File: src/hdl/filtered_device_registry_unit_macros.svh
// Assertion macros shared by the filtered device registry RTL.
`ifndef FILTERED_DEVICE_REGISTRY_UNIT_MACROS_SVH
`define FILTERED_DEVICE_REGISTRY_UNIT_MACROS_SVH
`ifndef SYNTH
// Checks a property on every clock edge outside reset.
`define FDR_ASSERT(lbl, prop, msg) \
  lbl: assert property (@(posedge clk_i) disable iff (!rst_ni) (prop)) else $error(msg);
// Checks that a condition is followed by a consequence in the next cycle.
`define FDR_ASSERT_NEXT(lbl, ante, cons, msg) \
  lbl: assert property (@(posedge clk_i) disable iff (!rst_ni) (ante) |=> (cons)) \
    else $error(msg);
`else
`define FDR_ASSERT(lbl, prop, msg)
`define FDR_ASSERT_NEXT(lbl, ante, cons, msg)
`endif
`endif

File: src/hdl/fdr_pkg.sv
// Types, constants and codes of the filtered device registry.
`default_nettype none
package fdr_pkg;

  localparam int unsigned TableDepth = 32;
  localparam int unsigned OwnerBits  = 16;
  localparam int unsigned IdxW       = $clog2(TableDepth);
  localparam int unsigned CntW       = $clog2(TableDepth + 1);

  typedef logic [IdxW-1:0]      idx_t;
  typedef logic [CntW-1:0]      cnt_t;
  typedef logic [OwnerBits-1:0] owner_t;

  // Operation codes.
  localparam logic [2:0] OpAdd     = 3'd0;
  localparam logic [2:0] OpCount   = 3'd1;
  localparam logic [2:0] OpGetNth  = 3'd2;
  localparam logic [2:0] OpReserve = 3'd3;
  localparam logic [2:0] OpRelease = 3'd4;

  // Filter register indexes.
  localparam logic [2:0] RegVendor    = 3'd0;
  localparam logic [2:0] RegDevice    = 3'd1;
  localparam logic [2:0] RegBaseClass = 3'd2;
  localparam logic [2:0] RegSubClass  = 3'd3;
  localparam logic [2:0] RegProgIf    = 3'd4;

  typedef enum logic [2:0] {
    StOk          = 3'd0,
    StNoDevice    = 3'd1,
    StInUse       = 3'd2,
    StNotInUse    = 3'd3,
    StTableFull   = 3'd4,
    StBadCmd      = 3'd5,
    StNoRequester = 3'd6
  } status_e;

  typedef struct packed {
    logic [2:0]  operation;
    logic [15:0] new_vendor;
    logic [15:0] new_device;
    logic [7:0]  new_base_class;
    logic [7:0]  new_sub_class;
    logic [7:0]  new_prog_if;
    logic [31:0] match_number;
    logic [15:0] requester_id;
  } cmd_t;

  typedef struct packed {
    logic [2:0]  status;
    logic [5:0]  match_count;
    logic [4:0]  slot_index;
    logic [15:0] entry_vendor;
    logic [15:0] entry_device;
    logic [7:0]  entry_base_class;
    logic [7:0]  entry_sub_class;
    logic [7:0]  entry_prog_if;
    logic [15:0] entry_owner;
    logic        granted;
  } rsp_t;

  typedef struct packed {
    logic [2:0]  index;
    logic [16:0] value;
  } cfg_t;

  typedef struct packed {
    logic [15:0] vendor;
    logic [15:0] device;
    logic [7:0]  base_class;
    logic [7:0]  sub_class;
    logic [7:0]  prog_if;
    owner_t      owner;
  } entry_t;

  // Access request from the sequencer to the entry table.
  typedef struct packed {
    logic   we;
    idx_t   waddr;
    entry_t wdata;
    logic   re;
    idx_t   raddr;
  } tbl_req_t;

endpackage
`default_nettype wire

File: src/hdl/fdr_intf.sv
// Handshake channel interfaces of the filtered device registry.
`default_nettype none
interface fdr_cmd_if;
  logic         valid;
  logic         ready;
  fdr_pkg::cmd_t data;
  modport source (output valid, output data, input ready);
  modport sink (input valid, input data, output ready);
endinterface

interface fdr_rsp_if;
  logic         valid;
  logic         ready;
  fdr_pkg::rsp_t data;
  modport source (output valid, output data, input ready);
  modport sink (input valid, input data, output ready);
endinterface

interface fdr_cfg_if;
  logic         valid;
  logic         ready;
  fdr_pkg::cfg_t data;
  modport source (output valid, output data, input ready);
  modport sink (input valid, input data, output ready);
endinterface
`default_nettype wire

File: src/hdl/fdr_filter.sv
// Filter registers and the shared entry compare unit.
`default_nettype none
module fdr_filter (
  input  logic             clk_i,
  input  logic             rst_ni,
  fdr_cfg_if.sink          cfg_i,
  input  fdr_pkg::entry_t  entry_i,
  output logic             match_o
);

  logic [16:0] vendor_q, device_q;
  logic [8:0]  base_q, sub_q, prog_q;

  // A key of all ones is the wildcard; any other negative key matches nothing.
  function automatic logic key16_ok(input logic [16:0] key, input logic [15:0] val);
    return (&key) || (!key[16] && (key[15:0] == val));
  endfunction

  function automatic logic key8_ok(input logic [8:0] key, input logic [7:0] val);
    return (&key) || (!key[8] && (key[7:0] == val));
  endfunction

  assign cfg_i.ready = 1'b1;

  always_ff @(posedge clk_i or negedge rst_ni) begin
    if (!rst_ni) begin
      vendor_q <= '1;
      device_q <= '1;
      base_q   <= '1;
      sub_q    <= '1;
      prog_q   <= '1;
    end else if (cfg_i.valid) begin
      case (cfg_i.data.index)
        fdr_pkg::RegVendor:    vendor_q <= cfg_i.data.value;
        fdr_pkg::RegDevice:    device_q <= cfg_i.data.value;
        fdr_pkg::RegBaseClass: base_q   <= cfg_i.data.value[8:0];
        fdr_pkg::RegSubClass:  sub_q    <= cfg_i.data.value[8:0];
        fdr_pkg::RegProgIf:    prog_q   <= cfg_i.data.value[8:0];
        default: ;
      endcase
    end
  end

  assign match_o = key16_ok(vendor_q, entry_i.vendor)
                && key16_ok(device_q, entry_i.device)
                && key8_ok(base_q, entry_i.base_class)
                && key8_ok(sub_q, entry_i.sub_class)
                && key8_ok(prog_q, entry_i.prog_if);

endmodule
`default_nettype wire

File: src/hdl/fdr_table.sv
// Entry table memory with one write port and one registered read port.
`default_nettype none
module fdr_table (
  input  logic              clk_i,
  input  fdr_pkg::tbl_req_t req_i,
  output fdr_pkg::entry_t   rdata_o
);

  fdr_pkg::entry_t mem [fdr_pkg::TableDepth];
  fdr_pkg::entry_t rdata_q;

  always_ff @(posedge clk_i) begin
    if (req_i.we) begin
      mem[req_i.waddr] <= req_i.wdata;
    end
    if (req_i.re) begin
      rdata_q <= mem[req_i.raddr];
    end
  end

  assign rdata_o = rdata_q;

endmodule
`default_nettype wire

File: src/hdl/fdr_ctrl.sv
// Sequencer: command decode, table scan, ownership update and result register.
`default_nettype none
`include "filtered_device_registry_unit_macros.svh"
module fdr_ctrl (
  input  logic               clk_i,
  input  logic               rst_ni,
  fdr_cmd_if.sink            cmd_i,
  fdr_rsp_if.source          rsp_o,
  output fdr_pkg::tbl_req_t  tbl_req_o,
  input  fdr_pkg::entry_t    tbl_rdata_i,
  input  logic               match_i
);

  localparam logic [2:0] S_IDLE = 3'd0;
  localparam logic [2:0] S_EXEC = 3'd1;
  localparam logic [2:0] S_SCAN = 3'd2;
  localparam logic [2:0] S_OWN  = 3'd3;
  localparam logic [2:0] S_DONE = 3'd4;

  logic [2:0]       state_q, state_d;
  fdr_pkg::cnt_t    count_q, count_d;
  fdr_pkg::cnt_t    addr_q, addr_d;
  fdr_pkg::cnt_t    hits_q, hits_d;
  logic             rd_vld_q, rd_vld_d;
  fdr_pkg::idx_t    rd_slot_q, rd_slot_d;
  fdr_pkg::idx_t    slot_q, slot_d;
  fdr_pkg::entry_t  ent_q, ent_d;
  fdr_pkg::cmd_t    cmd_q, cmd_d;
  fdr_pkg::rsp_t    res_q, res_d;
  fdr_pkg::rsp_t    rsp_q, rsp_d;
  logic             rsp_valid_q, rsp_valid_d;
  logic             issue;
  logic             rank_hit;
  fdr_pkg::owner_t  req_owner;
  fdr_pkg::owner_t  owner_new;

  assign req_owner = cmd_q.requester_id[fdr_pkg::OwnerBits-1:0];
  assign issue     = (addr_q < count_q);
  assign rank_hit  = (cmd_q.match_number[31:fdr_pkg::CntW] == '0)
                  && (hits_q == cmd_q.match_number[fdr_pkg::CntW-1:0]);

  always_comb begin
    state_d     = state_q;
    count_d     = count_q;
    addr_d      = addr_q;
    hits_d      = hits_q;
    rd_vld_d    = 1'b0;
    rd_slot_d   = rd_slot_q;
    slot_d      = slot_q;
    ent_d       = ent_q;
    cmd_d       = cmd_q;
    res_d       = res_q;
    rsp_d       = rsp_q;
    rsp_valid_d = rsp_valid_q && !rsp_o.ready;
    owner_new   = ent_q.owner;
    tbl_req_o       = '0;
    tbl_req_o.raddr = addr_q[fdr_pkg::IdxW-1:0];
    tbl_req_o.waddr = slot_q;
    tbl_req_o.wdata = ent_q;

    case (state_q)
      S_IDLE: begin
        if (cmd_i.valid) begin
          cmd_d   = cmd_i.data;
          state_d = S_EXEC;
        end
      end
      S_EXEC: begin
        res_d  = '0;
        addr_d = '0;
        hits_d = '0;
        case (cmd_q.operation)
          fdr_pkg::OpAdd: begin
            if (count_q == fdr_pkg::cnt_t'(fdr_pkg::TableDepth)) begin
              res_d.status = fdr_pkg::StTableFull;
            end else begin
              tbl_req_o.we               = 1'b1;
              tbl_req_o.waddr            = count_q[fdr_pkg::IdxW-1:0];
              tbl_req_o.wdata.vendor     = cmd_q.new_vendor;
              tbl_req_o.wdata.device     = cmd_q.new_device;
              tbl_req_o.wdata.base_class = cmd_q.new_base_class;
              tbl_req_o.wdata.sub_class  = cmd_q.new_sub_class;
              tbl_req_o.wdata.prog_if    = cmd_q.new_prog_if;
              tbl_req_o.wdata.owner      = '0;
              res_d.slot_index           = count_q[fdr_pkg::IdxW-1:0];
              res_d.entry_vendor         = cmd_q.new_vendor;
              res_d.entry_device         = cmd_q.new_device;
              res_d.entry_base_class     = cmd_q.new_base_class;
              res_d.entry_sub_class      = cmd_q.new_sub_class;
              res_d.entry_prog_if        = cmd_q.new_prog_if;
              count_d                    = count_q + fdr_pkg::cnt_t'(1);
            end
            state_d = S_DONE;
          end
          fdr_pkg::OpCount, fdr_pkg::OpGetNth, fdr_pkg::OpReserve,
          fdr_pkg::OpRelease: begin
            state_d = S_SCAN;
          end
          default: begin
            res_d.status = fdr_pkg::StBadCmd;
            state_d      = S_DONE;
          end
        endcase
      end
      S_SCAN: begin
        // One slot read is issued per cycle; its match is judged in the cycle after.
        if (issue) begin
          tbl_req_o.re = 1'b1;
          addr_d       = addr_q + fdr_pkg::cnt_t'(1);
        end
        rd_vld_d  = issue;
        rd_slot_d = addr_q[fdr_pkg::IdxW-1:0];
        if (rd_vld_q && match_i) begin
          if ((cmd_q.operation != fdr_pkg::OpCount) && rank_hit) begin
            ent_d    = tbl_rdata_i;
            slot_d   = rd_slot_q;
            rd_vld_d = 1'b0;
            state_d  = S_OWN;
          end else begin
            hits_d = hits_q + fdr_pkg::cnt_t'(1);
          end
        end
        if (!issue && !rd_vld_q) begin
          if (cmd_q.operation == fdr_pkg::OpCount) begin
            res_d.match_count = hits_q;
          end else begin
            res_d.status = fdr_pkg::StNoDevice;
          end
          state_d = S_DONE;
        end
      end
      S_OWN: begin
        case (cmd_q.operation)
          fdr_pkg::OpReserve: begin
            if (ent_q.owner != '0) begin
              res_d.status = fdr_pkg::StInUse;
            end else if (req_owner == '0) begin
              res_d.status = fdr_pkg::StNoRequester;
            end else begin
              owner_new     = req_owner;
              res_d.granted = 1'b1;
            end
          end
          fdr_pkg::OpRelease: begin
            if (ent_q.owner == '0) begin
              res_d.status = fdr_pkg::StNotInUse;
            end else if (req_owner == '0) begin
              res_d.status = fdr_pkg::StNoRequester;
            end else if (ent_q.owner != req_owner) begin
              res_d.status = fdr_pkg::StNotInUse;
            end else begin
              owner_new     = '0;
              res_d.granted = 1'b1;
            end
          end
          default: ;
        endcase
        tbl_req_o.we          = res_d.granted;
        tbl_req_o.wdata.owner = owner_new;
        res_d.slot_index       = slot_q;
        res_d.entry_vendor     = ent_q.vendor;
        res_d.entry_device     = ent_q.device;
        res_d.entry_base_class = ent_q.base_class;
        res_d.entry_sub_class  = ent_q.sub_class;
        res_d.entry_prog_if    = ent_q.prog_if;
        res_d.entry_owner      = owner_new;
        state_d                = S_DONE;
      end
      S_DONE: begin
        if (!rsp_valid_q || rsp_o.ready) begin
          rsp_d       = res_q;
          rsp_valid_d = 1'b1;
          state_d     = S_IDLE;
        end
      end
      default: begin
        state_d = S_IDLE;
      end
    endcase
  end

  always_ff @(posedge clk_i or negedge rst_ni) begin
    if (!rst_ni) begin
      state_q     <= S_IDLE;
      count_q     <= '0;
      rd_vld_q    <= 1'b0;
      rsp_valid_q <= 1'b0;
    end else begin
      state_q     <= state_d;
      count_q     <= count_d;
      rd_vld_q    <= rd_vld_d;
      rsp_valid_q <= rsp_valid_d;
    end
  end

  always_ff @(posedge clk_i) begin
    addr_q    <= addr_d;
    hits_q    <= hits_d;
    rd_slot_q <= rd_slot_d;
    slot_q    <= slot_d;
    ent_q     <= ent_d;
    cmd_q     <= cmd_d;
    res_q     <= res_d;
    rsp_q     <= rsp_d;
  end

  assign cmd_i.ready = (state_q == S_IDLE);
  assign rsp_o.valid = rsp_valid_q;
  assign rsp_o.data  = rsp_q;

  `FDR_ASSERT(a_count_bound, count_q <= fdr_pkg::cnt_t'(fdr_pkg::TableDepth), "entry count overflow")
  `FDR_ASSERT(a_write_state, !tbl_req_o.we || state_q == S_EXEC || state_q == S_OWN, "table write outside update")
  `FDR_ASSERT(a_rsp_from_done, !$rose(rsp_valid_q) || $past(state_q) == S_DONE, "result without completion")
  `FDR_ASSERT(a_grant_ok, !(rsp_valid_q && rsp_q.granted) || rsp_q.status == fdr_pkg::StOk, "grant with error status")
  `FDR_ASSERT_NEXT(a_add_count, state_q == S_EXEC && tbl_req_o.we, count_q == $past(count_q) + fdr_pkg::cnt_t'(1), "add did not advance count")

endmodule
`default_nettype wire

File: src/hdl/filtered_device_registry_unit.sv
// Top level of the filtered device registry.
//
//   channel   dir   word      accepted when
//   cmd_i     in    cmd_t     cmd_i.valid && cmd_i.ready
//   rsp_o     out   rsp_t     rsp_o.valid && rsp_o.ready
//   cfg_i     in    cfg_t     cfg_i.valid && cfg_i.ready (always ready)
//
// An add or a rejected command goes from decode straight to its result word.
// Count, fetch, reserve and release scan one slot per cycle through the single read
// port of the entry memory before their word is built; the sequencer is back in idle
// and ready for the next command in the same cycle that the word becomes valid.
// Reset clears the entry count and sets every filter key to the wildcard; the entry memory is not cleared.
// A command only stalls at its end while the previous result word has not been taken.
`default_nettype none
module filtered_device_registry_unit (
  input  logic      clk_i,
  input  logic      rst_ni,
  fdr_cmd_if.sink   cmd_i,
  fdr_rsp_if.source rsp_o,
  fdr_cfg_if.sink   cfg_i
);

  // Request bundle from the sequencer into the table.
  fdr_pkg::tbl_req_t tbl_req;
  // Registered read word of the table, which also feeds the filter compare unit.
  fdr_pkg::entry_t   tbl_rdata;
  // Result of comparing the read word against the five filter keys.
  logic              match;

  // Filter registers live next to the compare logic they drive.
  fdr_filter u_filter (
    .clk_i   (clk_i),
    .rst_ni  (rst_ni),
    .cfg_i   (cfg_i),
    .entry_i (tbl_rdata),
    .match_o (match)
  );

  // Vendor, device, class codes and owner per slot in one memory row.
  fdr_table u_table (
    .clk_i   (clk_i),
    .req_i   (tbl_req),
    .rdata_o (tbl_rdata)
  );

  // The sequencer decodes a command, runs the scan and builds the result word.
  fdr_ctrl u_ctrl (
    .clk_i       (clk_i),
    .rst_ni      (rst_ni),
    .cmd_i       (cmd_i),
    .rsp_o       (rsp_o),
    .tbl_req_o   (tbl_req),
    .tbl_rdata_i (tbl_rdata),
    .match_i     (match)
  );

endmodule
`default_nettype wire
File: src/flat_wrapper.sv
// flat-port wrapper written by rule: the top's interface ports become plain ports
module filtered_device_registry_unit_flat 
  (clk_i, rst_ni, cmd_i_valid, cmd_i_data, cmd_i_ready, rsp_o_valid, rsp_o_data, rsp_o_ready, cfg_i_valid, cfg_i_data, cfg_i_ready);
  fdr_cmd_if cmd_i_i ();
  fdr_rsp_if rsp_o_i ();
  fdr_cfg_if cfg_i_i ();
  input  logic clk_i;
  input  logic rst_ni;
  input wire logic [$bits(cmd_i_i.valid)-1:0] cmd_i_valid;
  input wire logic [$bits(cmd_i_i.data)-1:0] cmd_i_data;
  output wire logic [$bits(cmd_i_i.ready)-1:0] cmd_i_ready;
  output wire logic [$bits(rsp_o_i.valid)-1:0] rsp_o_valid;
  output wire logic [$bits(rsp_o_i.data)-1:0] rsp_o_data;
  input wire logic [$bits(rsp_o_i.ready)-1:0] rsp_o_ready;
  input wire logic [$bits(cfg_i_i.valid)-1:0] cfg_i_valid;
  input wire logic [$bits(cfg_i_i.data)-1:0] cfg_i_data;
  output wire logic [$bits(cfg_i_i.ready)-1:0] cfg_i_ready;
  assign cmd_i_i.valid = cmd_i_valid;
  assign cmd_i_i.data = cmd_i_data;
  assign cmd_i_ready = cmd_i_i.ready;
  assign rsp_o_valid = rsp_o_i.valid;
  assign rsp_o_data = rsp_o_i.data;
  assign rsp_o_i.ready = rsp_o_ready;
  assign cfg_i_i.valid = cfg_i_valid;
  assign cfg_i_i.data = cfg_i_data;
  assign cfg_i_ready = cfg_i_i.ready;
  filtered_device_registry_unit u_core (.clk_i(clk_i), .rst_ni(rst_ni), .cmd_i(cmd_i_i), .rsp_o(rsp_o_i), .cfg_i(cfg_i_i));
endmodule
File: config.mk
export PLATFORM = sky130hd
export DESIGN_NAME = filtered_device_registry_unit_flat
export DESIGN_NICKNAME = d
export VERILOG_FILES = /design/src/hdl/fdr_pkg.sv /design/src/hdl/fdr_intf.sv /design/src/hdl/fdr_filter.sv /design/src/hdl/fdr_table.sv /design/src/hdl/fdr_ctrl.sv /design/src/hdl/filtered_device_registry_unit.sv /design/src/flat_wrapper.sv
export VERILOG_INCLUDE_DIRS = /design/src /design/src/hdl
export SDC_FILE = /design/constraint.sdc
export NUM_CORES = 2
export LEC_CHECK = 0
export ABC_CLOCK_PERIOD_IN_PS = 16860
export BUFFER_PORTS_ARGS = -buffer_cell sky130_fd_sc_hd__buf_4
export CAP_MARGIN = 0
export CORE_UTILIZATION = 52
export DETAILED_ROUTE_END_ITERATION = 10
export GPL_TIMING_DRIVEN = 1
export MAX_ROUTING_LAYER = met4
export PLACE_DENSITY = 0.79
export REMOVE_ABC_BUFFERS = 1
export SETUP_SLACK_MARGIN = 0.2
export SLEW_MARGIN = 0
export SYNTH_ARGS = -nofsm -noshare
export SYNTH_HDL_FRONTEND = slang
export SYNTH_SLANG_ARGS = --single-unit
File: constraint.sdc
create_clock -name clk_i -period 16.86 [get_ports clk_i]
set_input_delay 0.843 -clock clk_i [delete_from_list [all_inputs] [get_ports clk_i]]
set_output_delay 0.843 -clock clk_i [all_outputs]
set_load 0.01 [all_outputs]
# == Word-level counts from Yosys, hierarchy flattened ==
# Memories as Yosys holds them, arrays and structs flattened. A register that Yosys moved wholly into a read port is not among the register bits.
# Index checks and enable logic that the tools add are counted.
# Widths: inputs -> output; s select.
# totals
memories,1
elab_cells,200
out_inout_bits,90
latchBits,0
romBits,0
regBits,447
inputBits,132
mem_bits_rw,2304
# mem_list
memory,depth,word_bits,rd,rd_ports_with_merged_regs,write_ports,line,source
u_core.u_table.mem,32,72,1,1,1,fdr_table.sv:9,fdr_pkg::entry_t mem [fdr_pkg::TableDepth];
# classes
div_mod_pow,0
n_lt_le_gt_ge,1
n_addsub,3
shifts,0
n_mul,0
bitwise,1
mux,54
reduce_logical,59
n_eq_ne,34
# ops
operator,n
$mux 61,3
$mux 78,2
$pmux 78 s2,1
$mux 16,5
$pmux 16 s2,2
$mux 3,13
$pmux 6 s2,3
$reduce_and 17->1,2
$eq 16x16->1,2
$logic_not 16->1,2
$reduce_and 9->1,3
$logic_not 26->1,1
$eq 8x8->1,3
$mux 6,4
$add 6x1->6 const B,3
$eq 3x2->1 const B,6
$ne 16x16->1,1
$ne 2x2->1 const B,8
$reduce_and 2->1,8
$reduce_bool 16->1,1
$pmux 3 s5,1
$logic_and 1x1->1,14
$mux 1,14
$pmux 3 s2,2
other kinds (22),48

# == Logic depth before layout (Yosys ltp) ==
# logic_depth
ltp_word,11
ltp_mapped,11
ltp_nobuf,8

# == Hierarchy ==
# Synthesis repeated with hierarchy kept, for this count alone.
# hier_totals
cells_unflattened,5372
hier_area_um2,107575.7
# by_module_without_submodules
mod,area_each_um2,cells_per_inst,instances
fdr_table,89841.2,4208,1
fdr_ctrl,14581.5,924,1
fdr_filter,3153.0,240,1

# == Worst setup path after synthesis ==
# Ideal clock, no wire load.
# synth_timing
path_type,register to register
from,register u_core.u_ctrl.state_q[0]
to,"memory u_core.u_table.mem[16][0] in the netlist's numbering, enable pin"
arrival_time_ps,10556
required_time_ps,16269
stages_incl_launch_ff,8
synth_period_minus_slack_ps,11147
setup_slack_ps,5713
path_buffers,2
cell_sequence,dfrtp_1 > buf_4 > nor2b_1 > nand2_1 > nor2_1 > a221oi_2 > buf_4 > nor3_1
# synth_via
elab_chain_cells,4
word_cells_on_any_way,6
classes_between,eq/ne: 2; mux: 4
# synth_rtl
element,line,source
"start, declared",fdr_ctrl.sv:20,"logic [2:0] state_q, state_d;"
"start signal, assigned",fdr_ctrl.sv:189,state_q <= state_d;
$eq 3x2->1 / $eq 3x1->1 (equally long branches),n/a,
$pmux 1 s2,fdr_ctrl.sv:61,case (state_q)
$mux 1,fdr_table.sv:13,if (req_i.we) begin
$mux 1 (not written as such),fdr_table.sv:14,mem[req_i.waddr] <= req_i.wdata;
"end, declared",fdr_table.sv:9,
# Several ways; a longest one is shown, not always the timed one.

# == Worst setup path in the final report ==
# layout_timing
from,register u_core.u_ctrl.count_q[1]
to,"memory u_core.u_table.mem[18][11] in the netlist's numbering, enable pin"
# layout_via
elab_chain_cells,6
word_cells_on_any_way,7
classes_between,eq/ne: 1; mux: 6
# layout_rtl
element,line,source
"start, declared",fdr_ctrl.sv:21,"fdr_pkg::cnt_t count_q, count_d;"
"start signal, assigned",fdr_ctrl.sv:190,count_q <= count_d;
$eq 6x6->1,fdr_ctrl.sv:74,if (count_q == fdr_pkg::cnt_t'(fdr_pkg::TableDepth)) begin
$mux 78 *,fdr_ctrl.sv:74,
$mux 78 *,fdr_ctrl.sv:72,case (cmd_q.operation)
$pmux 1 s2,fdr_ctrl.sv:61,
$mux 1,fdr_table.sv:13,
$mux 1 (not written as such),fdr_table.sv:14,
# Mark *: on every way between the ends. The rest lies on a longest branch, timed or not.

==> impl_metrics.json <==
{
  "synth_area_leaders": "edfxtp_1 (77%), mux4_2 (9.0%), mux2i_1 (3.5%), o221ai_1 (1.9%), dfstp_2 (1.5%)",
  "synth_top_area_share_pct": 76.5,
  "place_inst": 8011,
  "wirelength_um": 303000,
  "total_power_w": 0.0185,
  "synth_cells": 5242,
  "dr.pass1.iters": 8,
  "cts_buffers": 292,
  "cts_resized": 0,
  "min_period_ns": 5.69,
  "clock_latency_ns": 0.95,
  "dpl.hpwl_um": 153000,
  "finalSetupViolCount": 0,
  "fp.dieW_um": 458,
  "vdd_ir_drop_max_v": 0.000123,
  "synthFlopType": "edfxtp_1",
  "vias": 58400,
  "worst_pin_slew_ns": 1.46,
  "grt_usage_pct": 29.5,
  "design.final.nets": 5758,
  "drt_first_iter_violations": 8856,
  "htree_levels": 5,
  "grt-ovfl-total": 0,
  "p_per_area_nw_per_um2": 152,
  "critPathCaptureType": "flip-flop",
  "clock_skew_ns": 0.0858,
  "cp_max_fo": 53,
  "cts-root-buf": "clkbuf_16",
  "die_y_um": 458,
  "hold_class": "input port to flip-flop",
  "ys_types": 67,
  "rsz0062_at_grt": "false",
  "post_cts_buffers": 0,
  "numPortBuffers": 220,
  "avgViaCountPerCell": 6.86,
  "globalplace.congestion": 0.888,
  "ys_seq_area_share_pct": 78.3,
  "yosysTopAreaCell": "edfxtp_1",
  "pin_count": 222,
  "final_max_slew_viol_count": 0,
  "drtAntennaViolNets": 0,
  "hold_viol": 0,
  "numClockSinks": 2823,
  "final.period_utilization_pct": 33.7,
  "cts_tree": "yes",
  "wl_per_cell_um": 35.5,
  "slew-limit-headroom_pct": 2.65,
  "start_util_pct": 52.5,
  "cts.reportedPaths.clkPinSlew_ns": 0.07,
  "grt_max_degree": 126,
  "hold_buffers": 0,
  "netlist_top_cells_count": "edfxtp_1 (2751), mux4_2 (433), nand2_1 (390), mux2i_1 (373), o221ai_1 (229)",
  "dieArea_um2": 209000,
  "ys_seq_elements": 2823,
  "critPathRequiredTime_ns": 17.36,
  "synth_enable_flop_cells": 2751,
  "grt_pass1_wl_um": 423000,
  "drive_gt1_share_pct": 23.7,
  "outcome": "completed",
  "max_freq_ghz": 0.176,
  "instances_no_fill": 8523,
  "syn_avg_cell_area_um2": 20.6,
  "rows": 166,
  "area.sequential_um2": 84500,
  "leakage_nw": 39.7,
  "crit_type": "flip-flop to flip-flop",
  "route.detailed.drc": 0,
  "netlist_area_um2": 108000,
  "grt_pass1_vias": 58200,
  "cp-start-kind": "flip-flop",
  "yosysMostFrequentCell": "edfxtp_1",
  "postSynth.asyncResetShare_pct": 2.55,
  "coreArea_um2": 205000,
  "area_growth_pct": 13.1,
  "antenna_found_initial": 11,
  "ys.warnings.count": 0,
  "crit_arrival_ns": 6.19,
  "maxCapViolCount": 0,
  "n_fill_cell": 13600,
  "cts_buffer_depth": 4,
  "multi_input_area_um2": 22300
}
## per-layer routing
layer  track usage, %  wire length [um]  part of all wire, %
met5                -                 0                    0
met4             17.4             20500                  6.8
met3             6.64             38200                   13
met2             45.2            143000                   47
met1             36.3            101000                   33
## flip-flops by register name, summed over array words and instances (netlist names), 3 cells and up
signal,flops
u_core.u_ctrl.count_q,6
u_core.u_table.mem,2304
u_core.u_ctrl.req_owner,16
u_core.u_ctrl.state_q,3
u_core.u_filter.sub_q,9
u_core.u_ctrl.cmd_q,91
u_core.u_filter.vendor_q,17
u_core.u_ctrl.hits_q,6
u_core.u_ctrl.addr_q,6
u_core.u_ctrl.res_q,87
u_core.u_filter.device_q,17
u_core.u_ctrl.rd_slot_q,5
u_core.u_filter.prog_q,9
u_core.u_ctrl.ent_q,72
u_core.u_table.rdata_o,72
u_core.u_ctrl.slot_q,5
u_core.u_ctrl.rsp_o.data,87
u_core.u_filter.base_q,9
## area by class of cell
| cell class | count | share of cell area [%] |
|---|---|---|
| Inverter | 15 | 0.0523 |
| Sequential cell | 2823 | 69.2 |
| Timing Repair Buffer | 358 | 2.27 |
| Tap cell | 2688 | 2.76 |
| Multi-Input combinational cell | 2127 | 18.3 |
| Antenna cell | 12 | 0.0246 |
| Clock buffer | 350 | 6.31 |
| Clock inverter | 150 | 1.10 |
## report_power, final
part           switching [W]  internal (W)  total, W
clock                0.00264       0.00360   0.00624
combinational        0.00230       0.00151   0.00380
sequential          0.000240       0.00821   0.00845
## kinds of logic (layout without fill, tap and decap cells)
| logic type | after synthesis | in the layout | share of synthesized area, % |
|---|---|---|---|
| adder cells (fa/ha/maj) | 9 | 9 | 0.104 |
| XOR/XNOR | 91 | 91 | 0.738 |
| flip-flops | 2823 | 2823 | 78.3 |
| buffers and inverters | 292 | 873 | 1.31 |
| other | 1 | 13 | 0.00347 |
| multiplexers | 880 | 880 | 13.3 |
| AO/OA/AOI/OAI | 558 | 558 | 3.92 |
| AND/OR/NAND/NOR | 588 | 588 | 2.37 |
## metrics by stage
step	util, %	setup TNS (ns)	area, um2	setup slack, ns	hold WS [ns]
after detailed placement	55.0	0	113000	11.36	0.405
after floorplan	-	-1988.41	107000	-13.38	0.400
after global routing	59.4	0	122000	10.98	0.0284
after CTS	59.4	0	122000	11.30	0.0157
final	59.4	0	122000	11.17	0.0654
after global placement	55.0	0	113000	11.35	0.402
## path summary, 6_finish.rpt
kind	from	to	slack, ns	cells past startpoint
worst max-delay path	u_core.u_ctrl.count_q[1]	u_core.u_table.mem[18][11]	11.17	12
worst min-delay path	cmd_i_data[93]	u_core.u_ctrl.cmd_q[93]	0.07	1
worst max register to register	u_core.u_ctrl.count_q[1]	u_core.u_table.mem[18][11]	11.17	12
worst min register to register	u_core.u_ctrl.res_q[72]	u_core.u_ctrl.rsp_o.data[72]	0.41	0
max in group asynchronous	rst_ni	u_core.u_ctrl.rsp_o.valid	16.06	1
min in group asynchronous	rst_ni	u_core.u_ctrl.count_q[1]	0.12	1
## layout by cell type, fill, tap and decap left out, types with 24 or more instances in the layout
master,Yosys,routed
edfxtp_1,2751,2751
mux4_2,433,433
nand2_1,390,389
mux2i_1,373,373
buf_4,49,351
clkbuf_16,0,300
o221ai_1,229,229
a22o_1,90,90
mux2_2,74,74
xor2_1,73,73
a21oi_1,63,63
dfstp_2,61,61
clkinv_1,0,55
o22ai_1,53,53
clkbuf_1,137,49
clkinv_2,0,49
o21ai_1,48,48
nor2_1,45,45
nor4_1,36,33
nor3_2,0,33
o21ai_0,26,26
nand4_1,24,24
## critical path: stages (launching register included)
cell and delay (ns):
dfrtp_1 0.46, inv_1 0.21, ha_1 0.18, nor4b_2 0.52, a211o_4 0.44, buf_4 0.89, nand3b_1 0.18, o31ai_2 0.14
nand2_1 0.24, nor3_2 0.21, buf_4 0.47, buf_4 0.54, buf_4 0.68
No activity file was read; power rests on OpenSTA's default activity.
